## src/hdl/group_sum_reducer_unit_defines.svh

```systemverilog
// assertion macros for the group sum reducer
`ifndef GROUP_SUM_REDUCER_UNIT_DEFINES_SVH
`define GROUP_SUM_REDUCER_UNIT_DEFINES_SVH

// same-cycle implication, checked out of reset
`define GSR_ASSERT_IMPL(lbl, ante, cons) \
  lbl: assert property (@(posedge clk) disable iff (!rst_n) (ante) |-> (cons)) \
    else $error("gsr check failed");

// next-cycle implication, checked out of reset
`define GSR_ASSERT_NEXT(lbl, ante, cons) \
  lbl: assert property (@(posedge clk) disable iff (!rst_n) (ante) |=> (cons)) \
    else $error("gsr check failed");

`endif

```

## src/hdl/gsr_pkg.sv

```systemverilog
// types and codes shared by the group sum reducer modules
package gsr_pkg;

  localparam logic OP_RECORD = 1'b0;
  localparam logic OP_FLUSH  = 1'b1;

  typedef struct packed {
    logic               operation;
    logic [31:0]        user_id;
    logic [55:0]        topic_hi;
    logic [55:0]        topic_lo;
    logic signed [15:0] action;
  } gsr_in_t;

  typedef struct packed {
    logic [31:0]        out_user;
    logic [55:0]        out_topic_hi;
    logic [55:0]        out_topic_lo;
    logic signed [31:0] total;
    logic               dropped;
    logic               last;
  } gsr_out_t;

  // contents of one table cell
  typedef struct packed {
    logic [55:0]        topic_hi;
    logic [55:0]        topic_lo;
    logic signed [31:0] total;
  } gsr_entry_t;

  // broadcast control from the sequencer to every cell
  typedef struct packed {
    logic               shift;
    logic               start;
    logic               add_en;
    logic               app_en;
    logic [55:0]        key_hi;
    logic [55:0]        key_lo;
    logic signed [15:0] score;
  } gsr_ctl_t;

endpackage

```

## src/hdl/gsr_cell.sv

```systemverilog
// one table cell: topic key, running saturated sum, key match and shift
module gsr_cell
  import gsr_pkg::*;
#(
  parameter int CELL_IDX = 0,
  parameter int CNT_W    = 6
) (
  input  logic             clk,
  input  gsr_ctl_t         ctl,
  input  logic [CNT_W-1:0] count,
  input  gsr_entry_t       next_data,
  output gsr_entry_t       data,
  output logic             hit
);

  localparam logic [CNT_W-1:0] MY_IDX = CNT_W'(CELL_IDX);
  localparam logic             IS_HEAD = (CELL_IDX == 0);

  gsr_entry_t  data_r;
  gsr_entry_t  data_nxt;
  logic [32:0] sum_w;
  logic [31:0] sat_sum;
  logic [31:0] score_ext;

  assign data = data_r;
  assign hit  = (MY_IDX < count) && (data_r.topic_hi == ctl.key_hi) &&
                (data_r.topic_lo == ctl.key_lo);

  assign score_ext = {{16{ctl.score[15]}}, ctl.score};
  assign sum_w     = {data_r.total[31], data_r.total} + {score_ext[31], score_ext};

  always_comb begin
    // clamp when the two top bits disagree
    if (sum_w[32] != sum_w[31]) begin
      sat_sum = sum_w[32] ? 32'h8000_0000 : 32'h7fff_ffff;
    end else begin
      sat_sum = sum_w[31:0];
    end
  end

  always_comb begin
    data_nxt = data_r;
    if (IS_HEAD && ctl.start) begin
      data_nxt.topic_hi = ctl.key_hi;
      data_nxt.topic_lo = ctl.key_lo;
      data_nxt.total    = score_ext;
    end else if (ctl.shift) begin
      data_nxt = next_data;
    end else if (ctl.add_en && hit) begin
      data_nxt.total = sat_sum;
    end else if (ctl.app_en && (MY_IDX == count)) begin
      data_nxt.topic_hi = ctl.key_hi;
      data_nxt.topic_lo = ctl.key_lo;
      data_nxt.total    = score_ext;
    end
  end

  always_ff @(posedge clk) begin
    data_r <= data_nxt;
  end

endmodule

```

## config.mk

```make
export PLATFORM = sky130hd
export DESIGN_NAME = gsr_cell
export DESIGN_NICKNAME = d
export VERILOG_FILES = /design/src/hdl/group_sum_reducer_unit_defines.svh /design/src/hdl/gsr_pkg.sv /design/src/hdl/gsr_cell.sv
export SDC_FILE = /design/constraint.sdc
export NUM_CORES = 1
export LEC_CHECK = 0
export ABC_AREA = 1
export BUFFER_PORTS_ARGS = -buffer_cell sky130_fd_sc_hd__buf_2
export CORE_ASPECT_RATIO = 1.5
export CORE_MARGIN = 10
export CORE_UTILIZATION = 52
export CTS_CLUSTER_SIZE = 12
export DETAILED_ROUTE_END_ITERATION = 12
export PLACE_DENSITY = 0.83
export SLEW_MARGIN = 40
export SYNTH_ARGS = -nofsm -noshare
export SYNTH_HDL_FRONTEND = slang
export SYNTH_SLANG_ARGS = --single-unit
```

## constraint.sdc

```tcl
create_clock -name clk -period 5.65 [get_ports clk]
set_input_delay 0.565 -clock clk [delete_from_list [all_inputs] [get_ports clk]]
set_output_delay 0.565 -clock clk [all_outputs]
set_load 0.02 [all_outputs]
```

==> flow_metrics.env, run 1 <==
export IMPL_required_ns=5.84
export IMPL_rsz0062_at_grt="false"
export IMPL_clockRootBuffer="clkbuf_16"
export IMPL_cts_sink_count=144
export IMPL_dpl_cell_area_um2=14200
export IMPL_first_global_vias=13100
export IMPL_synth_area_per_cell_um2=7.02
export IMPL_antenna_left=0
export IMPL_hold_path_class="input port to register"
export IMPL_p_per_area_nw_per_um2=278
export IMPL_synth_area_mux_share=0.0380
export IMPL_cts_tree="yes"
export IMPL_synthSimpleGateAreaFrac=0.336
export IMPL_synthDistinctLibCells=43
export IMPL_final_area_um2=14900
export IMPL_hold_violations=0
export IMPL_drt_iter0_markers=1204
export IMPL_period_needed_ns=3.78
export IMPL_drv_slew=0
export IMPL_synth_compound_area_frac=0.0892
export IMPL_crit_path_end="data[13]"
export IMPL_antenna_found_initial=18
export IMPL_synth_top_family_by_area="simple AND/OR/NAND/NOR gates"
export IMPL_cp_slowest_cell="ha_1"
export IMPL_r2r_setup_slack_ns=1.96
export IMPL_cp_data_arrival_time_ns=3.97
export IMPL_crit_path_start="ctl[15]"
export IMPL_end_kind="register"
export IMPL_grt_total_usage=0.339
export IMPL_fin_skew_ns=0.00900
export IMPL_drv_cap=0
export IMPL_cp_cell_sequence="buf_2, ha_1, a21oi_1, o21ai_0, a21oi_1, nor2_1, nor4_1, nand3_1, nand2_1, inv_1, ha_1, inv_2, nand3_1, nand3_2, nand2_1, nand2_1"
export IMPL_num_rows=67
export IMPL_synthAdderAreaFrac=0.0375
export IMPL_synthFlopType="edfxtp_1"
export IMPL_ys_seq_area_frac=0.364
export IMPL_async_reset_ff_frac=0
export IMPL_wirelength_um=51800
export IMPL_layout_nets=2420
export IMPL_worst_path_largest_cell_delay_ns=0.59
export IMPL_relSlewSlack=0.537
export IMPL_max_freq_mhz=265
export IMPL_synth_top_area_share=0.364
export IMPL_drive_gt1_frac=0.277
export IMPL_htreeDepth=4
export IMPL_initial_core_util=0.530
export IMPL_post_drt_wl_per_cell_um=21.5
export IMPL_grt_start_max_net_pins=106
export IMPL_worstReg2RegStart="data[16]"
export IMPL_grt_pass1_wl_um=75000
export IMPL_peakVddDrop_uv=245
export IMPL_die_x_um=143
export IMPL_yosysWarningCount=0
export IMPL_worstSkewPairLatency_ns=0.44
export IMPL_ys_ff_latch=144
export IMPL_clockBufferDepth=2
export IMPL_synth_xor_area_frac=0.0373
export IMPL_whs_ns=0.422
export IMPL_cts_clk_slew_worst_paths_ns=0.07
export IMPL_r2r_cells=15
export IMPL_power_total_mw=4.13
export IMPL_viasPerCell=5.45
export IMPL_post_cts_buffers=0
export IMPL_drtPass1Iterations=6
export IMPL_grt_overflow_total=0
export IMPL_r2r_end="data[13]"
export IMPL_ioPinCount=428
export IMPL_stdcell_count=2411
export IMPL_synth_area_leaders="edfxtp_1 36%, nand2_1 17%, inv_1 7.2%, nor2_1 6.6%, a21oi_1 5.6%"
export IMPL_dp_cells=2358
export IMPL_worst_pin_slew_ns=0.692
export IMPL_crit_fanout=21
export IMPL_syn_to_final_growth_pct=25.3
export IMPL_port_buffers=427
export IMPL_p_leak_nw=7.68
export IMPL_synth_edf_count=144
export IMPL_vias=13100
export IMPL_synthesis_nets=2007
export IMPL_finalSetupViolations=0
export IMPL_cp_common_cell="nand2_1"
export IMPL_fin_setup_tns_ns=0
export IMPL_dieArea_um2=29400
export IMPL_yosys_area_top_type="edfxtp_1"
export IMPL_netlist_instances=1689
export IMPL_largest_reg_flops=144
export IMPL_ctsResizeCount=0
export IMPL_worstSetupPathType="input port to register"
export IMPL_netlist_area_um2=11900
export IMPL_drc=0
export IMPL_core_area_um2=22400
export IMPL_cp_start_kind="input port"
export IMPL_dpl_hpwl_um=42700
export IMPL_period_share=0.669
export IMPL_cts_buffers_inserted=17
export IMPL_hold_buffers=0
export IMPL_die_height_um=205
export IMPL_place_gp_congestion=1.00
export IMPL_status="completed"
==> power breakdown <==
group          switching (mW)  leakage, nW  internal, mW
sequential              0.105         1.47          1.33
clock                   0.499        0.273         0.650
combinational            1.04         5.94         0.508
==> how the worst min path moves through the flow <==
stage                         startpoint         to  slack, ns  cells past startpoint
after floorplan           next_data[100]  data[100]       0.78                      1
final                     next_data[130]  data[130]       0.42                      2
after global placement           data[0]    data[0]       0.77                      5
after CTS                 next_data[143]  data[143]       0.42                      2
after global routing       next_data[97]   data[97]       0.42                      2
after detailed placement         data[0]    data[0]       0.79                      5
==> layer usage <==
metal / vias up / wire length, µm / track usage
met1: 6024 / 17900 / 0.353
met5: - / 0 / 0
li1: 6267 / - / -
met3: 140 / 4170 / 0.0765
met2: 711 / 26700 / 0.606
met4: 0 / 3080 / 0.206
==> logic make-up (layout without fill, tap and decap cells) <==
family          Yosys count  in the layout
compound gates          199            199
other cells               0             20
simple gates            930            930
fa+ha+maj                35             35
xor+xnor                 48             48
buf+inv                 293            719
flops                   144            144
mux                      40             40
==> per-stage QoR <==
step | util | setup WS (ns)
finish | 0.664 | 1.87
global route | 0.664 | 1.61
CTS | 0.660 | 1.69
detailed placement | 0.635 | 1.26
global placement | 0.635 | 1.41
floorplan | - | 1.66
==> worst max-delay path: cells and delay by family <==
| kind | cells | cell delay (ns) |
|---|---|---|
| AO/OA/AOI/OAI | 3 | 0.67 |
| buffers and inverters | 3 | 0.80 |
| adder cells (fa/ha/maj) | 2 | 0.95 |
| AND/OR/NAND/NOR | 8 | 0.98 |
==> synthesized netlist by cell type, drive strengths merged (19+ instances only) <==
| library cell | n |
|---|---|
| nand3 | 105 |
| edfxtp | 144 |
| inv | 252 |
| nor2 | 218 |
| nand3b | 19 |
| nand2 | 531 |
| mux2 | 40 |
| xnor2 | 40 |
| buf | 20 |
| nand4 | 19 |
| ha | 34 |
| a21oi | 143 |
| o21ai | 45 |
| clkbuf | 20 |
==> placed cells by master (no fill, tap or decap), drive strengths merged, types with 11 or more instances in the layout <==
cell type	instances
ha	34
xnor2	40
a21oi	143
diode	20
clkbuf	19
o21ai	45
nand4	19
mux2	40
nor2	218
nand3b	19
inv	254
and2	13
nand2	531
edfxtp	144
nand3	105
nor3	11
buf	434
==> area by class of cell <==
cell class	count	area, µm²
Fill cell	2025	7520
Multi-Input combinational cell	1252	6390
Sequential cell	144	4320
Timing Repair Buffer	434	2220
Inverter	253	960
Clock buffer	19	433
Tap cell	276	345
Clock inverter	13	136
Antenna cell	20	50.0
No activity file was read; power rests on OpenSTA's default activity.
==> run 2: changes to the inputs <==
--- a/config.mk
+++ b/config.mk
@@ -9,10 +9,10 @@
 export BUFFER_PORTS_ARGS = -buffer_cell sky130_fd_sc_hd__buf_2
 export CORE_ASPECT_RATIO = 1.5
 export CORE_MARGIN = 10
-export CORE_UTILIZATION = 52
+export CORE_UTILIZATION = 46
 export CTS_CLUSTER_SIZE = 12
 export DETAILED_ROUTE_END_ITERATION = 12
-export PLACE_DENSITY = 0.83
+export PLACE_DENSITY = 0.78
 export SLEW_MARGIN = 40
 export SYNTH_ARGS = -nofsm -noshare
 export SYNTH_HDL_FRONTEND = slang
==> constraint.sdc (replaced) <==
create_clock -name clk -period 3.3 [get_ports clk]
set_input_delay 0.33 -clock clk [delete_from_list [all_inputs] [get_ports clk]]
set_output_delay 0.33 -clock clk [all_outputs]
set_load 0.02 [all_outputs]
==> run 2 against run 1 <==
Against the previous run: via count about the same; setup slack worse by 1.7 ns; non-clock buffer count up 71; first-iteration DRC count down 26%; final cell count up 4.6%; wire length down 0.48%; sequential share of layout area down 1.2 points; hold slack worse by 0.26 ns; design area up 4.4%; highest routed layer unchanged.
==> flow_metrics.env, run 2 (synthesized netlist as in run 1, its figures left out) <==
export IMPL_status="completed"
export IMPL_syn_to_final_growth_pct=30.7
export IMPL_p_int_mw=4.37
export IMPL_grt_pass1_wl_um=75200
export IMPL_multi_input_area_um2=6440
export IMPL_dieArea_um2=32700
export IMPL_peakVddDrop_uv=394
export IMPL_port_buffers=427
export IMPL_clockRootBuffer="clkbuf_16"
export IMPL_max_freq_mhz=325
export IMPL_grt_overflow_total=0
export IMPL_period_needed_ns=3.08
export IMPL_worstSkewPairLatency_ns=0.47
export IMPL_post_drt_wl_per_cell_um=20.5
export IMPL_end_kind="register"
export IMPL_die_x_um=151
export IMPL_grt_start_max_net_pins=71
export IMPL_drv_cap=0
export IMPL_cp_data_arrival_time_ns=3.30
export IMPL_die_height_um=217
export IMPL_required_ns=3.52
export IMPL_antenna_found_initial=7
export IMPL_fill_cells=2402
export IMPL_worstSetupPathType="register to register"
export IMPL_drc=0
export IMPL_dpl_hpwl_um=43100
export IMPL_hold_depth=2
export IMPL_p_leak_nw=8.03
export IMPL_initial_core_util=0.470
export IMPL_r2r_setup_slack_ns=0.22
export IMPL_fin_skew_ns=0.0125
export IMPL_fin_setup_tns_ns=0
export IMPL_cts_sink_count=144
export IMPL_layout_nets=2491
export IMPL_cts_buffers_inserted=17
export IMPL_worstReg2RegStart="data[10]"
export IMPL_power_total_mw=7.27
export IMPL_cts_tree="yes"
export IMPL_finalSetupViolations=0
export IMPL_layout_commonest_cell="nand2_1"
export IMPL_period_share=0.933
export IMPL_stdcell_count=2521
export IMPL_grt_total_usage=0.305
export IMPL_drive_gt1_frac=0.304
export IMPL_power_frac_clock=0.258
export IMPL_power_switching_mw=2.91
export IMPL_drtPass1Iterations=5
export IMPL_largest_reg_flops=144
export IMPL_hold_violations=0
export IMPL_r2r_cells=17
export IMPL_crit_fanout=8
export IMPL_dp_cells=2481
export IMPL_drt_iter0_markers=886
export IMPL_relSlewSlack=0.515
export IMPL_swShare=0.400
export IMPL_r2r_end="data[12]"
export IMPL_antenna_left=0
export IMPL_drv_slew=0
export IMPL_ioPinCount=428
export IMPL_cts_clk_slew_worst_paths_ns=0.07
export IMPL_p_comb_frac=0.406
export IMPL_viasPerCell=5.21
export IMPL_final_cell_mix="521 x nand2_1, 427 x buf_2, 226 x inv_1"
export IMPL_vias=13100
export IMPL_core_area_um2=25200
export IMPL_sequentialPowerShare=0.336
export IMPL_cp_start_kind="register"
export IMPL_clockBufferDepth=2
export IMPL_regArea_um2=4320
export IMPL_num_rows=71
export IMPL_place_gp_congestion=0.985
export IMPL_wirelength_um=51600
export IMPL_crit_path_start="data[10]"
export IMPL_p_per_area_nw_per_um2=469
export IMPL_hold_path_class="input port to register"
export IMPL_crit_path_end="data[12]"
export IMPL_first_global_vias=13200
export IMPL_worst_pin_slew_ns=0.728
export IMPL_hold_buffers=0
export IMPL_htreeDepth=4
## run 2: cell count changes in the layout (fill, tap and decap cells not counted), moves of 3 or more
cell        previous run  this run
ha_1                  34        31
buf_4                  5        70
buf_12                 1         8
clkinvlp_4             2         5
diode_2               20         7
ha_4                   0         3
## run 2: worst max-delay path, cell delays in order (launching register included)
cell and delay, ns:
edfxtp_1 0.39, ha_1 0.39, nand2_1 0.15, o21ai_0 0.34, a21oi_2 0.12, nand2_1 0.15, nand4_1 0.13, nand2_1 0.10
nand2_1 0.05, nand2_1 0.07, inv_1 0.07, ha_4 0.30, buf_4 0.18, a21oi_1 0.05, o21ai_1 0.10, nand3_2 0.10
nand2_1 0.10, nand2_1 0.05
## run 2: power by group through the flow
stage	Combinational (mW)	Sequential [mW]	Clock, mW
2_1_floorplan	1.41	2.71	0
3_3_place_gp	2.87	2.46	0
3_5_place_dp	2.90	2.48	0
4_1_cts	2.91	2.44	1.89
5_1_grt	3.21	2.47	1.94
6_report	2.95	2.45	1.87
## run 2: layer usage
layer / vias to the layer above / part of all wire / global-route usage
met4: 0 / 0.044 / 0.160
met3: 117 / 0.075 / 0.0680
met5: - / 0 / 0
li1: 6409 / - / -
met1: 6000 / 0.34 / 0.300
met2: 605 / 0.54 / 0.572
## run 2: what timing repair did
item | CTS | global route
setup endpoints to repair | 12 | 32
setup buffers | 0 | 1
pin swaps | 0 | 1
resized for setup | 1 | 10
## run 2: per-stage QoR
step	hold slack, ns	instance area (µm²)	utilization	worst slack (ns)
6_report	0.162	15500	0.615	0.220
5_1_grt	0.165	15500	0.615	-0.0605
4_1_cts	0.155	15400	0.612	0.0324
3_5_place_dp	0.635	14900	0.590	-0.195
3_3_place_gp	0.630	14900	0.590	-0.118
2_1_floorplan	0.550	11900	-	0.0260
## run 2: worst min-delay path by stage
stage / end / slack, ns / from
after global routing: data[140] / 0.16 / next_data[140]
final: data[140] / 0.16 / next_data[140]
after floorplan: data[100] / 0.55 / next_data[100]
after CTS: data[140] / 0.15 / next_data[140]
after detailed placement: data[49] / 0.64 / next_data[49]
after global placement: data[118] / 0.63 / next_data[118]
## run 2: final cells by class
cell class / count / share of cell area
inverters: 253 / 0.0618
clock buffers: 19 / 0.0279
well taps: 328 / 0.0265
flip-flops and latches: 144 / 0.279
repair buffers: 505 / 0.182
multi-input cells: 1252 / 0.415
diodes: 7 / 0.00113
clock inverters: 13 / 0.00686
